`src/sv/fixed_point_q24_8_alu_top_defines.svh`:
```
// Assertion macros for the fixed-point ALU.
`ifndef FIXED_POINT_Q24_8_ALU_TOP_DEFINES_SVH
`define FIXED_POINT_Q24_8_ALU_TOP_DEFINES_SVH

`ifndef SYNTH

// Check that cons holds in the same cycle as ante.
`define FPA_ASSERT_SAME(label, clk, rst_n, ante, cons) \
    label: assert property (@(posedge clk) disable iff (!rst_n) (ante) |-> (cons)) \
        else $error("fixed-point ALU check failed");

// Check that cons holds in the cycle after ante.
`define FPA_ASSERT_NEXT(label, clk, rst_n, ante, cons) \
    label: assert property (@(posedge clk) disable iff (!rst_n) (ante) |=> (cons)) \
        else $error("fixed-point ALU check failed");

`else

`define FPA_ASSERT_SAME(label, clk, rst_n, ante, cons)
`define FPA_ASSERT_NEXT(label, clk, rst_n, ante, cons)

`endif

`endif

```
`src/sv/fpa_pkg.sv`:
```
// Shared types and constants for the fixed-point ALU.
`timescale 1ns / 1ps

package fpa_pkg;

    localparam int FRAC_BITS = 8;

    // quotient bits resolved by the divider stages
    localparam int DIV_BITS = 33;

    localparam logic [63:0] ROUND_HALF = 64'd1 << (FRAC_BITS - 1);
    // largest magnitudes that still fit a signed 32-bit result
    localparam logic [32:0] POS_LIMIT  = 33'h0_7FFF_FFFF;
    localparam logic [32:0] NEG_LIMIT  = 33'h0_8000_0000;
    localparam logic [31:0] SAT_MAX    = 32'h7FFF_FFFF;
    localparam logic [31:0] SAT_MIN    = 32'h8000_0000;

    typedef enum logic [3:0] {
        FN_ADD    = 4'd0,
        FN_SUB    = 4'd1,
        FN_MUL    = 4'd2,
        FN_DIV    = 4'd3,
        FN_GT     = 4'd4,
        FN_GE     = 4'd5,
        FN_LT     = 4'd6,
        FN_LE     = 4'd7,
        FN_EQ     = 4'd8,
        FN_NE     = 4'd9,
        FN_MIN    = 4'd10,
        FN_MAX    = 4'd11,
        FN_INC    = 4'd12,
        FN_DEC    = 4'd13,
        FN_TO_INT = 4'd14
    } t_func;

    typedef enum logic [1:0] {
        ST_OK   = 2'd0,
        ST_SAT  = 2'd1,
        ST_DIV0 = 2'd2
    } t_status;

    // one pipeline slot
    typedef struct packed {
        t_func                 func;
        logic [31:0]           res;
        logic                  cmp;
        t_status               st;
        logic                  neg;
        logic                  ovf;
        logic [63:0]           num;
        logic [64:0]           dsh;
        logic [DIV_BITS-1:0]   quo;
    } t_pipe;

endpackage

```
`src/sv/fpa_div_step.sv`:
```
// One restoring step of the pipelined divider: resolves one quotient bit.
`timescale 1ns / 1ps

module fpa_div_step
    import fpa_pkg::*;
(
    input  t_pipe i_stage,
    output t_pipe o_stage
);

    logic [64:0] w_num_ext;
    logic        w_fit;

    assign w_num_ext = {1'b0, i_stage.num};
    assign w_fit     = (w_num_ext >= i_stage.dsh);

    // subtract the shifted divisor when it fits, shift in the quotient bit
    always_comb begin
        o_stage = i_stage;
        if (i_stage.func == FN_DIV) begin
            if (w_fit) begin
                o_stage.num = 64'(w_num_ext - i_stage.dsh);
            end
            o_stage.quo = {i_stage.quo[DIV_BITS-2:0], w_fit};
            o_stage.dsh = i_stage.dsh >> 1;
        end
    end

endmodule
```
`config.mk`:
```
export PLATFORM = sky130hd
export DESIGN_NAME = fpa_div_step
export DESIGN_NICKNAME = d
export VERILOG_FILES = /design/src/sv/fixed_point_q24_8_alu_top_defines.svh /design/src/sv/fpa_pkg.sv /design/src/sv/fpa_div_step.sv
export SDC_FILE = /design/constraint.sdc
export NUM_CORES = 1
export LEC_CHECK = 0
export BUFFER_PORTS_ARGS = -buffer_cell sky130_fd_sc_hd__buf_2
export CAP_MARGIN = 30
export CORE_AREA = 2 2 158 160
export DETAILED_ROUTE_END_ITERATION = 6
export DIE_AREA = 0 0 160 162
export PLACE_DENSITY_LB_ADDON = 0.25
export SYNTH_ARGS = -nofsm -noshare
export SYNTH_HDL_FRONTEND = slang
export SYNTH_SLANG_ARGS = --single-unit
```
`constraint.sdc`:
```
create_clock -name vclk -period 8.12
set_clock_uncertainty 0.15 [all_clocks]
set_input_delay 0.406 -clock vclk [all_inputs]
set_output_delay 0.406 -clock vclk [all_outputs]
set_load 0.01 [all_outputs]
```
Yosys cells after proc, flatten, opt, wreduce, memory -nomap -nowiden
Index checks and enable logic that the tools add are counted.
- mux-type cells: 2
- eq/ne operators: 1
- $lt $le $gt $ge: 1
- $add $sub $neg: 1
- operator list (cell ; count):
    162-bit 2-to-1 mux ; 1
    64-bit by 65-bit greater-or-equal comparator with 1-bit output ; 1
    64-bit 2-to-1 mux ; 1
    64-bit subtractor ; 1
    4-bit by 2-bit == test with 1-bit output, second input constant ; 1
- flip-flop bits (word level): 0
- word-level logic and storage cells: 5

Longest topological paths before layout
Gate-level depths: netlist (run 1).
- depth in word-level cells: 3
- gate-level depth with buffers: 13
- mapped depth without buffers: 13

Worst setup path after synthesis (run 1)
Ideal clock, no wire load.
- path kind: input port to output port
- start point: in i_stage[64] (netlist name)
- end point: out o_stage[153] (netlist name)
- arrival: 3135 ps
- setup slack: 4429 ps
- stages on the path: 11
- path buffers: 2
- path through: inv_1 ha_1 clkbuf_1 nand4_1 or3_1 or4_1 o31ai_1 o21ai_1 nor2_8 buf_6 mux2_1
- RTL lines (item ; RTL line ; RTL):
    start, declared ; fpa_div_step.sv:7 ; input t_pipe i_stage,
    end, declared ; fpa_div_step.sv:8 ; output t_pipe o_stage

==> flow_summary.toml, run 1 <==
[final_layout]
fillerInstances = 2786
seq_cells = 0
layout-drive-gt1-share = 0.314
final_cell_area_mm2 = 0.00797
multi_input_area_mm2 = 0.00554
regArea_um2 = 0
finalNetCount = 1487
area_growth_pct = 23.7
n_clock_buffer = 0

[floorplan]
placementRows = 57
die_y_um = 162
die_area_mm2 = 0.0259
coreArea_mm2 = 0.0241
die_x_um = 160
start_util = 0.267
ios = 406

[timing]
fin_ws_ns = 2.92
slew_viol_final = 0
finalHoldViolCount = 0
fin_crit_ns = 5.20
min_period_over_period = 0.641
whs_ns = 0.662
rsz0062_at_grt = "false"
clock.fmax_mhz = 192
tightest_slew_ns = 0.892
setup_viol = 0
setup_tns_ns = 0
relSlewSlack = 0.405

[detailed_routing]
vias = 7702
wire_per_inst_um = 17.2
drt_iter0_drc = 330
drt_wl_total_mm = 26.6
route.detailed.drc = 0
viasPerCell = 4.99
drtAntennaViolNets = 0
first_pass_iters = 5

[yosys]
synthesis.area_mm2 = 0.00644
yosys_warnings = 0
synth_area_leaders = "ha_1, mux2_1, o21ai_0"
yosysSeqAreaShare = 0
ys_top_cells_by_count = "nand2_1, o21ai_0, a21oi_1"
syn-num-nets = 1250
post-synth-top-area-cell = "ha_1"
synth_most_common_cell = "nand2_1"
yosysTopAreaCellShare = 0.124
ys_types = 60
synthCells = 982
syn_area_per_cell_um2 = 6.56

[critical_path]
setup.worst_path.start = "i_stage[61]"
worstSetupPathType = "in -> out"
cp.required_ns = 7.56
worstSetupEndpoint = "o_stage[160]"
crit_path_end_kind = "output port"
arrival_ns = 4.65
crit_path_max_fanout = 34
setup.worst_path.start_class = "input port"

[outcome]
status = "finished, final reports clean"

[power]
p_per_area_mw_per_mm2 = 69.6
p_leak_nw = 3.83
peakVddDrop_uv = 22.9

[cts]
cts_hold_buf = 0
postCtsSetupBuffers = 0
post_cts_resize_count = 0

[global_route]
grt_pass1_vias = 7299
track_usage = 0.191
overflow = 0
grt_max_degree = 93
antenna_found_initial = 5
grt_pass1_wl_mm = 40.1

[job]
drv_cap = 0

[placed_design]
place_area_mm2 = 0.00796
hpwl_mm = 23.4
io_buffers = 332
dpl_worst_slack_ns = 2.84
globalplace.congestion = 0.908

[hold_path]
hp-class = "in -> out"
worst min path at each step:
stage / start / endpoint / slack (ns) / depth (start not counted)
floorplan: i_stage[162] / o_stage[162] / 0.75 / 1
global placement: i_stage[163] / o_stage[163] / 0.66 / 0
detailed placement: i_stage[163] / o_stage[163] / 0.66 / 0
CTS: i_stage[163] / o_stage[163] / 0.66 / 0
global route: i_stage[176] / o_stage[176] / 0.66 / 0
finish: i_stage[162] / o_stage[162] / 0.66 / 0
layer usage:
layer | GRT usage | wire [µm]
met1 | 0.230 | 11300
met2 | 0.363 | 13200
met3 | 0.0273 | 1580
met4 | 0.0311 | 502
met5 | 0 | 51
area by class of cell:
| type | count | share of cell area |
|---|---|---|
| inverters | 86 | 0.0405 |
| diodes | 1 | 0.000314 |
| repair buffers | 335 | 0.213 |
| well taps | 324 | 0.0509 |
| multi-input cells | 796 | 0.695 |
cell usage in the layout (no fill, tap or decap), types with 6 or more instances in the layout:
cell type and n:
a211oi_1 8, a21o_1 26, a21oi_1 91, buf_2 332
ha_1 64, inv_1 86, mux2_1 57, mux2_2 38
nand2_1 119, nand2b_1 8, nand3_1 17, nand4_1 26
nor2_1 43, nor2b_1 9, nor3_1 12, nor4_1 6
o211ai_1 9, o21a_1 9, o21ai_0 104, o21bai_1 20
or3_1 7, xnor2_1 40, xor2_1 17
kinds of logic (layout without fill, tap and decap cells):
group                      after synthesis  after routing  synth area share
buffers and inverters                  186            421             0.141
xor gates and xnor gates                57             57            0.0775
AOI/OAI and AO/OA                      309            309             0.288
muxes                                   98             98             0.171
and+or+nand+nor                        267            267             0.195
adders and majority gates               65             65             0.127
other                                    0              1                 0
per-stage QoR:
step / util / instances / power [mW]
2_1_floorplan: - / 982 / 0.377
3_3_place_gp: 0.330 / 1540 / 0.557
3_5_place_dp: 0.330 / 1541 / 0.555
4_1_cts: 0.330 / 1541 / 0.558
5_1_grt: 0.330 / 1541 / 0.616
6_report: 0.330 / 1542 / 0.554
critical path: stages:
cell and delay [ns]:
buf_2 0.09, inv_1 0.06, ha_1 0.41, nand4_1 0.21, nor4_1 0.59, nand2_1 0.24
nor4bb_1 0.21, a21oi_1 0.47, a211o_1 0.43, a21oi_2 0.18, nor2_8 0.52, buf_12 0.29
mux2_1 0.36, buf_2 0.15
power by group:
group	switching [mW]	internal, mW	total, mW	leakage, nW
clock network	0	0.0000000165	0.0000000165	0.00000634
registers	0	0	0	0
logic	0.325	0.229	0.554	3.83
(Power assumes the default switching activity.)
==> run 2: changes to the inputs <==
Clock period 8.12 ns to 4.9 ns, I/O delays scaled along.
==> run 2 against run 1 <==
Against the previous run:
- clock-buffer cell count unchanged
- sequential share of layout area is the same
- critical path depth shrank 2
- routed wire length increased by 0.28%
- die area did not move
- power increased by 67%
- final cell count grew 0.45%
- worst hold slack worse by 0.32 ns
- global-route usage up 0.19 points
- flip-flop and latch count stayed put
- setup slack worse by 2.5 ns
- final area up 0.53%
- largest power group unchanged
- highest routed layer unchanged
==> flow_summary.toml, run 2 (same netlist as run 1, synthesis figures left out) <==
[outcome]
status = "finished, final reports clean"

[detailed_routing]
drtAntennaViolNets = 0
routed-wl-met3_mm = 1.71
drt_iter0_drc = 348
first_pass_iters = 4
viasPerCell = 5.01
drt_wl_total_mm = 26.7
vias = 7762
drt-met1-wl_mm = 11.1
highest_layer = "met5"
wire_per_inst_um = 17.2
route.detailed.drc = 0
dr_wl_met2_mm = 13.2

[global_route]
grt_max_degree = 83
grt_pass1_wl_mm = 40.3
overflow = 0
grt_pass1_vias = 7449
antenna_found_initial = 9
track_usage = 0.193

[placed_design]
globalplace.congestion = 0.864
io_buffers = 332
hpwl_mm = 23.6

[final_layout]
n_clock_buffer = 0
final_common_cell = "buf_2"
fillerInstances = 2724
seq_cells = 0
finalNetCount = 1492
area_growth_pct = 24.3
final_cell_mix = "buf_2, nand2_1, o21ai_0"
layout-drive-gt1-share = 0.317
regArea_um2 = 0

[critical_path]
setup.worst_path.start_class = "input port"
arrival_ns = 4.08
path_buf_inv = 3
cp_slowest_stage_delay_ns = 0.67
cp_top_family = "compound AO/OA/AOI/OAI gates"
crit_chain = "buf_2, inv_1, ha_1, nand4_1, or4_1, o31ai_1, o21ai_1, o31ai_1, a21oi_1, xnor2_1, mux2_1, buf_2"
crit_path_max_fanout = 8
crit_slowest_cell = "o31ai_1"
crit_path_end_kind = "output port"
worstSetupPathType = "in -> out"
cp.required_ns = 4.51

[timing]
slew_viol_final = 0
clock.fmax_mhz = 224
rsz0062_at_grt = "false"
finalHoldViolCount = 0
min_period_over_period = 0.912
setup_viol = 0
tightest_slew_ns = 0.786
whs_ns = 0.340
setup_tns_ns = 0
fin_crit_ns = 4.47
relSlewSlack = 0.476

[floorplan]
ios = 406
start_util = 0.267
die_y_um = 162
die_x_um = 160
die_area_mm2 = 0.0259
placementRows = 57
coreArea_mm2 = 0.0241

[power]
p_leak_nw = 3.86
p_per_area_mw_per_mm2 = 116
peakVddDrop_uv = 43.7

[hold_path]
min-delay-start = "i_stage[162]"
hold_end = "o_stage[162]"
hp-class = "in -> out"
min_path_cells = 0

[cts]
cts_hold_buf = 0
postCtsSetupBuffers = 0
post_cts_resize_count = 0

[job]
drv_cap = 0
[run 2: changes by cell type in the layout (fill, tap and decap cells not counted)]
cell | previous run | this run
diode_2 | 1 | 3
buf_4 | 2 | 7
[run 2: worst max path at each step]
stage,startpoint,end,slack [ns],cells after the start
5_1_grt,i_stage[55],o_stage[156],0.22,12
6_report,i_stage[54],o_stage[156],0.43,12
4_1_cts,i_stage[55],o_stage[156],0.45,12
2_1_floorplan,i_stage[64],o_stage[153],1.53,11
3_3_place_gp,i_stage[55],o_stage[156],0.46,12
3_5_place_dp,i_stage[55],o_stage[156],0.46,12
[run 2: metrics by stage]
stage	power (mW)	utilization	cells	worst slack, ns	area (µm²)
6_report	0.928	0.332	1549	0.429	8010
5_1_grt	1.03	0.332	1548	0.223	8010
4_1_cts	0.934	0.332	1546	0.448	8000
3_5_place_dp	0.928	0.332	1546	0.459	8000
3_3_place_gp	0.933	0.332	1546	0.465	8000
2_1_floorplan	0.625	-	982	1.53	6440
[run 2: layout make-up]
cell class,count,area (µm²),area share
multi-input cells,796,5540,0.692
repair buffers,340,1730,0.217
well taps,324,405,0.0506
inverters,86,323,0.0403
diodes,3,7.51,0.000937
[run 2: layer usage]
layer | vias to the layer above | GRT usage
met5 | - | 0
met4 | 10 | 0.0450
met3 | 48 | 0.0278
met2 | 293 | 0.360
met1 | 3469 | 0.233
li1 | 3942 | -
[run 2: power by group]
part | total (mW) | leakage (nW) | internal [mW] | switching [mW]
Combinational | 0.928 | 3.86 | 0.384 | 0.544
Sequential | 0 | 0 | 0 | 0
Clock | 0.0000000820 | 0.0000190 | 0.0000000820 | 0
Total | 0.928 | 3.86 | 0.384 | 0.544
==> run 3: changes to the inputs <==
Settings changed: PLACE_DENSITY_LB_ADDON 0.25 to 0.1.
==> run 3 against run 2 <==
Against the previous run:
- final area barely moved
- core utilization barely moved
- final cell count down 0.19%
- via count decreased by 1.9%
- flip-flop and latch count stayed put
- largest power group unchanged
==> flow_summary.toml, run 3 (same netlist as run 1, synthesis figures left out) <==
[outcome]
status = "finished, final reports clean"

[final_layout]
seq_cells = 0
fin_util = 0.332
regArea_um2 = 0
final_cell_mix = "buf_2, nand2_1, o21ai_0"
finalNetCount = 1489
area_growth_pct = 24.2
n_clock_buffer = 0
layout-drive-gt1-share = 0.316
final_common_cell = "buf_2"
fillerInstances = 2802

[detailed_routing]
viasPerCell = 4.92
drt_wl_total_mm = 26.8
drtAntennaViolNets = 0
vias = 7614
route.detailed.drc = 0
drt_iter0_drc = 355
first_pass_iters = 5
wire_per_inst_um = 17.3

[placed_design]
hpwl_mm = 23.4
globalplace.congestion = 0.832
io_buffers = 332

[critical_path]
crit_path_end_kind = "output port"
cp.required_ns = 4.51
worstSetupPathType = "in -> out"
crit_path_max_fanout = 6
arrival_ns = 4.19
setup.worst_path.start_class = "input port"

[global_route]
antenna_found_initial = 4
track_usage = 0.194
grt_pass1_wl_mm = 40.8
grt_max_degree = 162
overflow = 0
grt_pass1_vias = 7332

[hold_path]
hp-class = "in -> out"

[timing]
finalHoldViolCount = 0
setup_tns_ns = 0
rsz0062_at_grt = "false"
clock.fmax_mhz = 218
setup_viol = 0
min_period_over_period = 0.936
fin_crit_ns = 4.59
slew_viol_final = 0
tightest_slew_ns = 0.799
relSlewSlack = 0.461

[power]
p_leak_nw = 3.85
p_per_area_mw_per_mm2 = 116
peakVddDrop_uv = 36.9

[floorplan]
ios = 406
placementRows = 57
die_y_um = 162
die_x_um = 160
coreArea_mm2 = 0.0241
start_util = 0.267
die_area_mm2 = 0.0259

[job]
drv_cap = 0

[cts]
cts_hold_buf = 0
==> run 3: metal layers <==
layer	up-vias	wire length, µm	track usage
li1	3937	-	-
met1	3386	11800	0.248
met2	269	13000	0.356
met3	20	1550	0.0250
met4	2	420	0.0270
met5	-	7	0
==> run 3: critical path, stage by stage <==
cell and delay, ns:
buf_2 0.10, inv_1 0.07, ha_1 0.16, inv_1 0.05
fa_1 0.43, a211oi_1 0.35, o21ai_0 0.16, a21oi_1 0.46
o21ai_0 0.44, a21oi_2 0.45, o31a_1 0.38, o21bai_1 0.15
or3_1 0.36, a41o_1 0.23, buf_2 0.15
==> run 3: final cells by class <==
class / count / area [µm²] / area share
repair buffers: 337 / 1720 / 0.215
inverters: 86 / 323 / 0.0403
diodes: 3 / 7.51 / 0.000938
well taps: 324 / 405 / 0.0507
multi-input cells: 796 / 5540 / 0.693
==> run 3: worst paths after layout <==
check                   startpoint      endpoint  slack, ns  cells after the start
worst max-delay path   i_stage[98]  o_stage[150]       0.31                     15
worst min-delay path  i_stage[165]  o_stage[165]       0.34                      0
==> run 3: metrics by stage <==
step	instance area (µm²)	power, mW	setup slack [ns]	instances	hold WS (ns)
2_1_floorplan	6440	0.625	1.53	982	0.432
3_3_place_gp	7990	0.935	0.154	1543	0.340
3_5_place_dp	7990	0.927	0.242	1543	0.340
4_1_cts	7990	0.933	0.206	1543	0.340
5_1_grt	8000	1.03	0.135	1544	0.340
6_report	8000	0.927	0.315	1546	0.340
==> run 3: repair_timing <==
| item | CTS | global route |
|---|---|---|
| gates resized for setup | 0 | 1 |
| buffers inserted | 0 | 0 |
| setup endpoints to repair | 0 | 3 |
==> run 3: report_power, final <==
group | switching, mW | leakage [nW] | total, mW | internal, mW
registers | 0 | 0 | 0 | 0
clock network | 0 | 0.0000190 | 0.0000000819 | 0.0000000819
logic | 0.544 | 3.85 | 0.927 | 0.383
total | 0.544 | 3.85 | 0.927 | 0.383
